File: src/design/eqst_pkg.sv
`timescale 1ns / 1ps
`default_nettype none
package eqst_pkg;

    // Field widths of the command and result words.
    localparam int ACTION_W     = 3;
    localparam int ID_BITS      = 16;
    localparam int TYPE_W       = 8;
    localparam int PAYLOAD_BITS = 32;
    localparam int EVENTS_W     = 32;
    localparam int PENDING_W    = 7;

    // Default sizes of the source table and the event ring.
    localparam int DEF_SOURCE_SLOTS = 8;
    localparam int DEF_QUEUE_DEPTH  = 64;

    // Command codes.
    localparam logic [ACTION_W-1:0] ACT_REGISTER   = 3'd0;
    localparam logic [ACTION_W-1:0] ACT_UNREGISTER = 3'd1;
    localparam logic [ACTION_W-1:0] ACT_INFO       = 3'd2;
    localparam logic [ACTION_W-1:0] ACT_EMIT       = 3'd3;
    localparam logic [ACTION_W-1:0] ACT_READ       = 3'd4;
    localparam logic [ACTION_W-1:0] ACT_SHUTDOWN   = 3'd5;
    localparam logic [ACTION_W-1:0] ACT_INIT       = 3'd6;

    // Command word.
    typedef struct packed {
        logic [ACTION_W-1:0]     action;
        logic [ID_BITS-1:0]      source_id;
        logic [TYPE_W-1:0]       source_type;
        logic [PAYLOAD_BITS-1:0] event_payload;
    } t_cmd;

    // Result word.
    typedef struct packed {
        logic                    status;
        logic [ID_BITS-1:0]      assigned_id;
        logic [TYPE_W-1:0]       info_type;
        logic [EVENTS_W-1:0]     info_events;
        logic [ID_BITS-1:0]      read_source;
        logic [PAYLOAD_BITS-1:0] read_payload;
        logic [PENDING_W-1:0]    pending;
    } t_result;

    // One queued event as stored in the ring memory.
    typedef struct packed {
        logic [ID_BITS-1:0]      source;
        logic [PAYLOAD_BITS-1:0] payload;
    } t_event;

    // One source slot as stored in the slot memory.
    typedef struct packed {
        logic [TYPE_W-1:0]   slot_type;
        logic [EVENTS_W-1:0] events;
    } t_slot_word;

    // Updates to the source table.
    typedef struct packed {
        logic alloc;
        logic release_slot;
        logic clear;
        logic restart;
    } t_tbl_ctl;

    // Updates to the event ring.
    typedef struct packed {
        logic push;
        logic pop;
        logic flush;
        logic restart;
    } t_ring_ctl;

endpackage
`default_nettype wire

File: src/design/eqst_ram.sv
`timescale 1ns / 1ps
`default_nettype none
module eqst_ram #(
    parameter int WIDTH = 8,
    parameter int DEPTH = 16,
    localparam int AW = (DEPTH > 1) ? $clog2(DEPTH) : 1
) (
    input  wire logic             i_clk,
    input  wire logic             i_we,
    input  wire logic [AW-1:0]    i_waddr,
    input  wire logic [WIDTH-1:0] i_wdata,
    input  wire logic [AW-1:0]    i_raddr,
    output logic      [WIDTH-1:0] o_rdata
);

    logic [WIDTH-1:0] r_mem [DEPTH];

    // One write port and one registered read port.
    always_ff @(posedge i_clk) begin
        if (i_we) begin
            r_mem[i_waddr] <= i_wdata;
        end
        o_rdata <= r_mem[i_raddr];
    end

endmodule
`default_nettype wire

File: src/design/eqst_table.sv
`timescale 1ns / 1ps
`default_nettype none
module eqst_table #(
    parameter int SOURCE_SLOTS = eqst_pkg::DEF_SOURCE_SLOTS,
    localparam int SLOT_AW = (SOURCE_SLOTS > 1) ? $clog2(SOURCE_SLOTS) : 1
) (
    input  wire logic                         i_clk,
    input  wire logic                         i_rst_n,
    input  wire eqst_pkg::t_tbl_ctl           i_ctl,
    input  wire logic [eqst_pkg::ID_BITS-1:0] i_lookup_id,
    output logic                              o_hit,
    output logic      [SLOT_AW-1:0]           o_hit_slot,
    output logic                              o_has_free,
    output logic      [SLOT_AW-1:0]           o_free_slot,
    output logic      [eqst_pkg::ID_BITS-1:0] o_next_id
);

    import eqst_pkg::*;

    logic [SOURCE_SLOTS-1:0] r_active;
    logic [ID_BITS-1:0]      r_slot_id [SOURCE_SLOTS];
    logic [ID_BITS-1:0]      r_next_id;

    // Parallel compare over all slots; the lowest matching slot wins.
    always_comb begin
        o_hit       = 1'b0;
        o_hit_slot  = '0;
        o_has_free  = 1'b0;
        o_free_slot = '0;
        for (int i = SOURCE_SLOTS - 1; i >= 0; i--) begin
            if (r_active[i] && (r_slot_id[i] == i_lookup_id)) begin
                o_hit      = 1'b1;
                o_hit_slot = SLOT_AW'(i);
            end
            if (!r_active[i]) begin
                o_has_free  = 1'b1;
                o_free_slot = SLOT_AW'(i);
            end
        end
    end

    assign o_next_id = r_next_id;

    // Active flags and the id counter.
    always_ff @(posedge i_clk) begin
        if (!i_rst_n || i_ctl.restart) begin
            r_active  <= '0;
            r_next_id <= ID_BITS'(1);
        end else if (i_ctl.clear) begin
            r_active <= '0;
        end else if (i_ctl.alloc) begin
            r_active[o_free_slot] <= 1'b1;
            r_next_id             <= r_next_id + ID_BITS'(1);
        end else if (i_ctl.release_slot) begin
            r_active[o_hit_slot] <= 1'b0;
        end
    end

    // Slot ids are kept in flops so that all of them can be compared at once.
    always_ff @(posedge i_clk) begin
        if (i_ctl.alloc) begin
            r_slot_id[o_free_slot] <= r_next_id;
        end
    end

endmodule
`default_nettype wire

File: src/design/eqst_ring.sv
`timescale 1ns / 1ps
`default_nettype none
module eqst_ring #(
    parameter int QUEUE_DEPTH = eqst_pkg::DEF_QUEUE_DEPTH,
    localparam int CNT_W = $clog2(QUEUE_DEPTH + 1)
) (
    input  wire logic                i_clk,
    input  wire logic                i_rst_n,
    input  wire eqst_pkg::t_ring_ctl i_ctl,
    input  wire eqst_pkg::t_event    i_entry,
    output eqst_pkg::t_event         o_head_entry,
    output logic                     o_full,
    output logic                     o_empty,
    output logic      [CNT_W-1:0]    o_count
);

    import eqst_pkg::*;

    localparam int PTR_W = $clog2(QUEUE_DEPTH);

    logic [PTR_W-1:0] r_head;
    logic [PTR_W-1:0] r_tail;
    logic [CNT_W-1:0] r_count;
    logic [PTR_W-1:0] n_head;
    logic [PTR_W-1:0] n_tail;

    // Pointers wrap at the ring depth, which need not be a power of two.
    assign n_head = (r_head == PTR_W'(QUEUE_DEPTH - 1)) ? '0 : r_head + PTR_W'(1);
    assign n_tail = (r_tail == PTR_W'(QUEUE_DEPTH - 1)) ? '0 : r_tail + PTR_W'(1);

    assign o_full  = (r_count == CNT_W'(QUEUE_DEPTH));
    assign o_empty = (r_count == '0);
    assign o_count = r_count;

    // Pointer and fill count bookkeeping.
    always_ff @(posedge i_clk) begin
        if (!i_rst_n || i_ctl.restart) begin
            r_head  <= '0;
            r_tail  <= '0;
            r_count <= '0;
        end else if (i_ctl.flush) begin
            r_count <= '0;
        end else if (i_ctl.push) begin
            r_tail  <= n_tail;
            r_count <= r_count + CNT_W'(1);
        end else if (i_ctl.pop) begin
            r_head  <= n_head;
            r_count <= r_count - CNT_W'(1);
        end
    end

    // Event storage; the head entry is read every cycle and shows up on the next cycle.
    eqst_ram #(
        .WIDTH ($bits(t_event)),
        .DEPTH (QUEUE_DEPTH)
    ) u_ring_ram (
        .i_clk   (i_clk),
        .i_we    (i_ctl.push),
        .i_waddr (r_tail),
        .i_wdata (i_entry),
        .i_raddr (r_head),
        .o_rdata (o_head_entry)
    );

endmodule
`default_nettype wire

File: src/design/event_queue_with_source_table_core.sv
`timescale 1ns / 1ps
`default_nettype none
// Channel  | Handshake          | Word     | Direction
// ---------+--------------------+----------+----------
// command  | start / busy       | i_cmd    | in
// result   | o_done (strobe)    | o_result | out
//
// A command word is taken when start is high and busy is low.
// Each command passes through capture, table lookup with memory access,
// and result; the slot memory read-modify-write and the ring memory read set these steps.
// Exactly one result word follows each command, on o_done for one cycle;
// the receiver cannot stall it. busy is high from capture until the result cycle ends.
// Synchronous active-low reset empties the table and the ring and marks the block ready.
module event_queue_with_source_table_core #(
    parameter int SOURCE_SLOTS = eqst_pkg::DEF_SOURCE_SLOTS,
    parameter int QUEUE_DEPTH  = eqst_pkg::DEF_QUEUE_DEPTH
) (
    input  wire logic           i_clk,
    input  wire logic           i_rst_n,
    input  wire logic           start,
    output logic                busy,
    input  wire eqst_pkg::t_cmd i_cmd,
    output logic                o_done,
    output eqst_pkg::t_result   o_result
);

    import eqst_pkg::*;

    localparam int SLOT_AW = (SOURCE_SLOTS > 1) ? $clog2(SOURCE_SLOTS) : 1;
    localparam int CNT_W   = $clog2(QUEUE_DEPTH + 1);

    localparam logic [1:0] S_IDLE = 2'd0;
    localparam logic [1:0] S_LOOK = 2'd1;
    localparam logic [1:0] S_DONE = 2'd2;

    logic [1:0]         r_state;
    logic [1:0]         n_state;
    t_cmd               r_cmd;
    logic               r_ready;
    logic               r_ok;
    logic               n_ok;
    logic [ID_BITS-1:0] r_assigned;
    logic [SLOT_AW-1:0] r_slot;

    t_tbl_ctl           tbl_ctl;
    logic               tbl_hit;
    logic [SLOT_AW-1:0] tbl_hit_slot;
    logic               tbl_has_free;
    logic [SLOT_AW-1:0] tbl_free_slot;
    logic [ID_BITS-1:0] tbl_next_id;

    t_ring_ctl          ring_ctl;
    t_event             ring_wr;
    t_event             ring_head;
    logic               ring_full;
    logic               ring_empty;
    logic [CNT_W-1:0]   ring_count;

    logic               slot_we;
    logic [SLOT_AW-1:0] slot_waddr;
    t_slot_word         slot_wdata;
    t_slot_word         slot_rdata;

    // Sequencer: capture, lookup, result.
    always_comb begin
        case (r_state)
            S_IDLE:  n_state = start ? S_LOOK : S_IDLE;
            S_LOOK:  n_state = S_DONE;
            S_DONE:  n_state = S_IDLE;
            default: n_state = S_IDLE;
        endcase
    end

    always_ff @(posedge i_clk) begin
        if (!i_rst_n) begin
            r_state <= S_IDLE;
        end else begin
            r_state <= n_state;
        end
    end

    assign busy   = (r_state != S_IDLE);
    assign o_done = (r_state == S_DONE);

    // Command capture.
    always_ff @(posedge i_clk) begin
        if (r_state == S_IDLE && start) begin
            r_cmd <= i_cmd;
        end
    end

    // Decide the command outcome in the lookup cycle and drive the updates.
    always_comb begin
        n_ok     = 1'b0;
        tbl_ctl  = '0;
        ring_ctl = '0;
        if (r_state == S_LOOK) begin
            case (r_cmd.action)
                ACT_REGISTER: begin
                    n_ok          = r_ready && tbl_has_free;
                    tbl_ctl.alloc = n_ok;
                end
                ACT_UNREGISTER: begin
                    n_ok                 = tbl_hit;
                    tbl_ctl.release_slot = n_ok;
                end
                ACT_INFO: begin
                    n_ok = tbl_hit;
                end
                ACT_EMIT: begin
                    n_ok          = r_ready && tbl_hit && !ring_full;
                    ring_ctl.push = n_ok;
                end
                ACT_READ: begin
                    n_ok         = !ring_empty;
                    ring_ctl.pop = n_ok;
                end
                ACT_SHUTDOWN: begin
                    n_ok           = 1'b1;
                    tbl_ctl.clear  = 1'b1;
                    ring_ctl.flush = 1'b1;
                end
                ACT_INIT: begin
                    n_ok             = 1'b1;
                    tbl_ctl.restart  = 1'b1;
                    ring_ctl.restart = 1'b1;
                end
                default: begin
                    n_ok = 1'b0;
                end
            endcase
        end
    end

    // Ready flag: cleared by shutdown, set again by init.
    always_ff @(posedge i_clk) begin
        if (!i_rst_n || tbl_ctl.restart) begin
            r_ready <= 1'b1;
        end else if (tbl_ctl.clear) begin
            r_ready <= 1'b0;
        end
    end

    // Outcome kept for the result cycle.
    always_ff @(posedge i_clk) begin
        if (r_state == S_LOOK) begin
            r_ok       <= n_ok;
            r_assigned <= tbl_next_id;
            r_slot     <= tbl_hit_slot;
        end
    end

    // Slot memory writes: a new slot starts at zero events, an emit adds one.
    always_comb begin
        slot_we    = 1'b0;
        slot_waddr = tbl_free_slot;
        slot_wdata = '{slot_type: r_cmd.source_type, events: '0};
        if (tbl_ctl.alloc) begin
            slot_we = 1'b1;
        end else if (r_state == S_DONE && r_ok && r_cmd.action == ACT_EMIT) begin
            slot_we    = 1'b1;
            slot_waddr = r_slot;
            slot_wdata = '{slot_type: slot_rdata.slot_type,
                           events: slot_rdata.events + EVENTS_W'(1)};
        end
    end

    assign ring_wr = '{source: r_cmd.source_id, payload: r_cmd.event_payload};

    eqst_table #(
        .SOURCE_SLOTS (SOURCE_SLOTS)
    ) u_table (
        .i_clk       (i_clk),
        .i_rst_n     (i_rst_n),
        .i_ctl       (tbl_ctl),
        .i_lookup_id (r_cmd.source_id),
        .o_hit       (tbl_hit),
        .o_hit_slot  (tbl_hit_slot),
        .o_has_free  (tbl_has_free),
        .o_free_slot (tbl_free_slot),
        .o_next_id   (tbl_next_id)
    );

    eqst_ram #(
        .WIDTH ($bits(t_slot_word)),
        .DEPTH (SOURCE_SLOTS)
    ) u_slot_ram (
        .i_clk   (i_clk),
        .i_we    (slot_we),
        .i_waddr (slot_waddr),
        .i_wdata (slot_wdata),
        .i_raddr (tbl_hit_slot),
        .o_rdata (slot_rdata)
    );

    eqst_ring #(
        .QUEUE_DEPTH (QUEUE_DEPTH)
    ) u_ring (
        .i_clk        (i_clk),
        .i_rst_n      (i_rst_n),
        .i_ctl        (ring_ctl),
        .i_entry      (ring_wr),
        .o_head_entry (ring_head),
        .o_full       (ring_full),
        .o_empty      (ring_empty),
        .o_count      (ring_count)
    );

    // Result word; fields that do not belong to the command read as zero.
    always_comb begin
        o_result        = '0;
        o_result.status = !r_ok;
        o_result.pending = PENDING_W'(ring_count);
        if (r_ok) begin
            case (r_cmd.action)
                ACT_REGISTER: begin
                    o_result.assigned_id = r_assigned;
                end
                ACT_INFO: begin
                    o_result.info_type   = slot_rdata.slot_type;
                    o_result.info_events = slot_rdata.events;
                end
                ACT_READ: begin
                    o_result.read_source  = ring_head.source;
                    o_result.read_payload = ring_head.payload;
                end
                default: begin
                    o_result.assigned_id = '0;
                end
            endcase
        end
    end

endmodule
`default_nettype wire

File: config.mk
export PLATFORM = sky130hd
export DESIGN_NAME = event_queue_with_source_table_core
export DESIGN_NICKNAME = d
export VERILOG_FILES = /design/src/design/eqst_pkg.sv /design/src/design/eqst_ram.sv /design/src/design/eqst_table.sv /design/src/design/eqst_ring.sv /design/src/design/event_queue_with_source_table_core.sv
export SDC_FILE = /design/constraint.sdc
export NUM_CORES = 2
export LEC_CHECK = 0
export BUFFER_PORTS_ARGS = -buffer_cell sky130_fd_sc_hd__buf_2
export CORE_ASPECT_RATIO = 0.7
export CORE_MARGIN = 2
export CORE_UTILIZATION = 56
export DETAILED_ROUTE_END_ITERATION = 10
export PLACE_DENSITY = 0.73
export SLEW_MARGIN = 25
export SYNTH_ARGS = -nofsm -noshare
export SYNTH_HDL_FRONTEND = slang
export SYNTH_HIERARCHICAL = 1
export SYNTH_SLANG_ARGS = --single-unit
File: constraint.sdc
create_clock -name i_clk -period 6.7 [get_ports i_clk]
set_input_delay 0.335 -clock i_clk [delete_from_list [all_inputs] [get_ports i_clk]]
set_output_delay 0.335 -clock i_clk [all_outputs]
set_load 0.005 [all_outputs]
### Word level (Yosys, flattened, before mapping)

Memories as Yosys holds them, arrays and structs flattened. A register that Yosys moved wholly into a read port is not among the register bits.
Index checks and enable logic that the tools add are counted.

* reduce and logical (&&, ||, !) cells: 35
* bitwise gates (word level): 6
* order comparisons: 4
* add/subtract/negate cells: 6
* shift operators: 0
* $mul: 0
* eq/ne operators: 19
* div/mod/pow operators: 0
* multiplexer cells: 69

Operators by type and width (number)
* equality test 16 bit: 8
* two-way mux 40 bit: 3
* two-way mux 104 bit: 1
* two-way mux 3 bit: 18
* two-way mux 48 bit: 1
* two-way mux 1 bit: 33
* adder 32 x 1 -> 32 bit, second input constant: 1
* adder 16 x 1 -> 16 bit, second input constant: 1
* logical AND 1 bit: 16
* two-way mux 16 bit: 1
* two-way mux 8 bit: 2
* two-way mux 7 bit: 2
* adder 6 x 1 -> 6 bit, second input constant: 2
* equality test 6 bit, second input constant: 2
* two-way mux 6 bit: 2
* equality test 3 bit, second input constant: 3
* AND 8 bit: 1
* < comparator 3 x 4 -> 1 bit, second input constant: 2
* two-way mux 4 bit: 2
* inverter 8 bit: 1
* bitwise OR 8 bit: 1
* OR reduction 2 bit: 4
* adder 7 x 1 -> 7 bit, second input constant: 1
* equality test 7 bit, second input constant: 1
* 18 further kinds: 30

* bits in latches: 0
* memory bits (writable): 3520
* bits in read-only memories: 0
* memories: 3
* word-level logic and storage cells: 156
* bits of input ports: 62
* flip-flop bits (word level): 125
* output and inout bits: 114

Memory list
* u_ring.u_ring_ram.r_mem: depth 64, width 48, read ports 1, clocked after Yosys merged registers in 1, wr ports 1, line eqst_ram.sv:16 `logic [WIDTH-1:0] r_mem [DEPTH];`
* u_slot_ram.r_mem: depth 8, width 40, read ports 1, clocked after Yosys merged registers in 1, wr ports 1, line eqst_ram.sv:16
* u_table.r_slot_id: depth 8, width 16, read ports 8, clocked after Yosys merged registers in 0, wr ports 1, line eqst_table.sv:21 `logic [ID_BITS-1:0] r_slot_id [SOURCE_SLOTS];`

### Depth between registers and ports, before layout

* depth after elaboration: 18
* mapped depth: 16
* gate-level depth less buffers: 14

### By module

The synthesis kept the hierarchy.

By module, submodules not included
* eqst_ram (u_ring.u_ring_ram): cells an instance 4970, sequential area each 93209.4 um^2, instances 1, area an instance 117117.3 um^2
* eqst_ram (u_slot_ram): cells an instance 515, sequential area each 10410.0 um^2, instances 1, area an instance 13171.4 um^2
* eqst_table: cells an instance 545, sequential area each 4324.1 um^2, instances 1, area an instance 7084.3 um^2
* event_queue_with_source_table_core: cells an instance 386, sequential area each 2432.3 um^2, instances 1, area an instance 4329.2 um^2
* eqst_ring: cells an instance 123, sequential area each 380.4 um^2, instances 1, area an instance 1063.5 um^2

### Least setup slack after synthesis

Ideal clock, no wire load.

* path type: flip-flop to flip-flop
* from: register r_cmd[48] in the netlist's numbering
* to: memory u_ring/u_ring_ram/r_mem[48][0] in the netlist's numbering (enable)
* setup slack: -0.691 ns
* stages on the path, launching flop included: 12
* library setup time: 0.513 ns
* path buffers: 1
* period minus slack after synthesis: 7.391 ns
* arrival: 6.878 ns
* data required time: 6.187 ns
* cell sequence: edfxtp_1 buf_2 xnor2_1 nand3_1 or4_1 a2bb2oi_2 nand4_1 nand3b_1 nor4_1 nor2b_1 nand4b_1 nor3_1

RTL lines
* start, declared: line event_queue_with_source_table_core.sv:38 `t_cmd r_cmd;`
* start signal, assigned: line event_queue_with_source_table_core.sv:88 `r_cmd <= i_cmd;`
* end, declared: line eqst_ram.sv:16

==> results.toml <==
[sta]
slew_headroom_pct = 21.71
fin_tns_setup_ns = 0
maxSlewViolCount = 0
fin_crit_sh_pct = 79.78
tightest_slew_ns = 1.174
setup_viol = 0
min_period_ns = 5.345
hold_viol = 0
fmax_ghz = 0.1871
rsz0062_at_grt = "false"
whs_ns = 0.1580
clock_skew_ns = 0.05715

[cts]
cts.sinks = 3733
cts_tree = "built"
h-tree-depth = 5
clk_pin_slew_ns = 0.07
cts_root_buf = "clkbuf_16"
clock_latency_ns = 0.90
cts_setup_buffers = 0
cts_buffers = 345
clk_path_buf_depth = 4

[finish]
syn_to_final_growth_pct = 12.83
nNetsFinal = 7112
layout.area.seq_um2 = 110800
multiInputGateArea_um2 = 30720
stdcell_count = 10710
drive_gt1_share_pct = 25.73
final_cell_area_um2 = 161100
final_util_pct = 63.36
fillers = 16370

[global_route]
gr-total-overflow = 0
grt_max_degree = 123
antenna_found_initial = 28
track_usage_pct = 29.05
grt_pass1_vias = 69960
grt_pass1_wl_mm = 531.4

[routing]
ant_nets = 0
firstDrtPassIters = 8
wire_per_inst_um = 35.28
via_per_inst = 6.846
drtIter0Drc = 12670
wirelength_mm = 377.8
dr_total_vias = 73320
route.detailed.drc = 0

[logic_synthesis]
synth_seq_cells = 3733
ys_warn_count = 6
synth_top_cell_area_share_pct = 75.70
synth_area_um2 = 142800
mappedNetlistNets = 6611
syn-instance-count = 6539
synth.most_common_cell = "edfxtp_1"
yosysSeqAreaShare_pct = 77.58
synth_area_per_cell_um2 = 21.83
synth_edf_count = 3599
synth_flop_cell = "edfxtp_1"
synth_top_area_cell = "edfxtp_1"
synth_commonest_cells = "edfxtp_1, mux4_2, nor2_1, dfxtp_1, clkbuf_1"
synth_area_leaders = "edfxtp_1, mux4_2, dfxtp_1"
async_flop_share_pct = 0
yosysUniqueCellTypes = 77

[critical_path]
crit_type = "flip-flop to flip-flop"
critPathRequiredTime_ns = 7.22
crit_path_end_kind = "flip-flop"
rr_endpoint = "u_ring/u_ring_ram/r_mem[4][38]"
cp-endpoint = "u_ring/u_ring_ram/r_mem[4][38]"
crit_fanout = 65
start_kind = "flip-flop"
r2r_start = "r_cmd[50]"
cp.arrival_ns = 5.86
reg2regPathDepth = 13
reg2reg_slack_ns = 1.35
critPathLaunch = "r_cmd[50]"

[outcome]
status = "finished clean"

[power]
powerDensity_nw_per_um2 = 283.4
vdd_drop_max_v = 0.0002718
p_leak_nw = 49.06

[worst_hold_path]
hold_class = "primary input to flip-flop"

[flow_run]
drv_cap = 0

[die]
die-area_um2 = 259100
die_height_um = 426.4
io_pins = 176
die_w_um = 607.5
core_area_um2 = 254300
rows = 155
start_util_pct = 56.15

[placed_design]
place.port_buffers = 175
place_inst = 10010
dpl.hpwl_mm = 223.3
placed_area_um2 = 149400
place_congestion = 0.8996
==> repair_timing <==
action	CTS	global route
resized for setup	0	0
endpoints found under the hold margin	71	0
hold buffers	61	0
==> sequential cells by signal, summed over array words and instances, names as in the netlist, 3 cells and up <==
| name | count |
|---|---|
| r_cmd | 59 |
| r_slot | 3 |
| u_slot_ram/r_mem | 320 |
| u_ring/r_head | 6 |
| u_slot_ram/o_rdata | 40 |
| u_table/r_active | 8 |
| u_ring/u_ring_ram/o_rdata | 48 |
| r_assigned | 16 |
| u_ring/o_count | 7 |
| u_ring/r_tail | 6 |
| u_table/o_next_id | 16 |
| u_table/r_slot_id | 128 |
| u_ring/u_ring_ram/r_mem | 3072 |
==> final cells by class <==
cell class	instances	share of cell area (%)
well taps	3375	2.621
flip-flops and latches	3733	68.77
diodes	24	0.03728
inverters	15	0.03495
multi-input cells	2443	19.07
clock buffers	447	5.810
repair buffers	502	2.658
clock inverters	170	0.9996
==> per-stage QoR <==
step	total power, mW	worst slack, ns
finish	45.66	1.355
global route	46.73	1.112
CTS	45.83	1.393
detailed placement	26.81	1.417
global placement	26.77	1.504
floorplan	26.42	0.4946
==> cells in the final DEF, fill, tap and decap left out, drive strengths merged, types with 35 or more instances in the layout <==
master,netlist,final
a21oi,109,109
a22oi,72,72
mux4,834,834
o22ai,126,126
a22o,57,57
xnor2,85,85
nand2,111,111
nand4,45,45
buf,217,441
mux2,63,63
nor2,210,210
dfxtp,134,134
clkbuf,131,447
edfxtp,3599,3599
a211oi,35,35
dlygate4sd3,0,61
and2,113,113
a221oi,83,83
clkinv,0,128
nand3,40,40
xor2,79,79
mux2i,66,66
==> kinds of logic after synthesis <==
logic type | count (synthesis) | synth area share (%)
flops | 3733 | 77.58
mux | 963 | 14.33
compound gates | 584 | 2.911
buf+inv | 363 | 1.379
simple gates | 722 | 2.673
xor+xnor | 164 | 1.038
fa+ha+maj | 10 | 0.09290
==> power breakdown <==
part	leakage, nW	switching, mW	internal (mW)	total (mW)
combinational	10.5	0.575	0.119	0.694
clock	5.37	8.40	10.9	19.3
sequential	33.2	0.0358	25.6	25.6
total	49.1	9.01	36.6	45.7
==> critical path, stage by stage (launching register included) <==
cell and delay, ns:
edfxtp_1 0.77, buf_4 0.72, xnor2_1 0.25, nand2_1 0.13, o22ai_2 0.36, nor2_1 0.08
nand4_1 0.28, nand3b_1 0.20, nor4_2 0.24, buf_4 0.28, nor2b_1 0.31, nand2_1 0.51
nor2_4 0.32, buf_4 0.45
==> routing by layer <==
metal / wire length, µm / GRT usage (%) / vias up
met2: 166600 / 41.66 / 5488
met1: 147300 / 44.72 / 38630
li1: - / - / 28600
met3: 51340 / 6.918 / 595
met4: 12460 / 9.030 / 12
met5: 87 / 0 / -
==> worst min-delay path by stage <==
stage,start,end,slack (ns),cells after the start
2_1_floorplan,i_rst_n,r_ready,0.42,1
3_3_place_gp,r_ready,r_ready,0.50,2
3_5_place_dp,u_ring/o_count[3],u_ring/o_count[3],0.51,2
4_1_cts,i_cmd[20],r_cmd[20],0.1,2
5_1_grt,i_cmd[30],r_cmd[30],0.14,2
6_report,i_cmd[1],r_cmd[1],0.16,2
No activity file was read; power rests on OpenSTA's default activity.
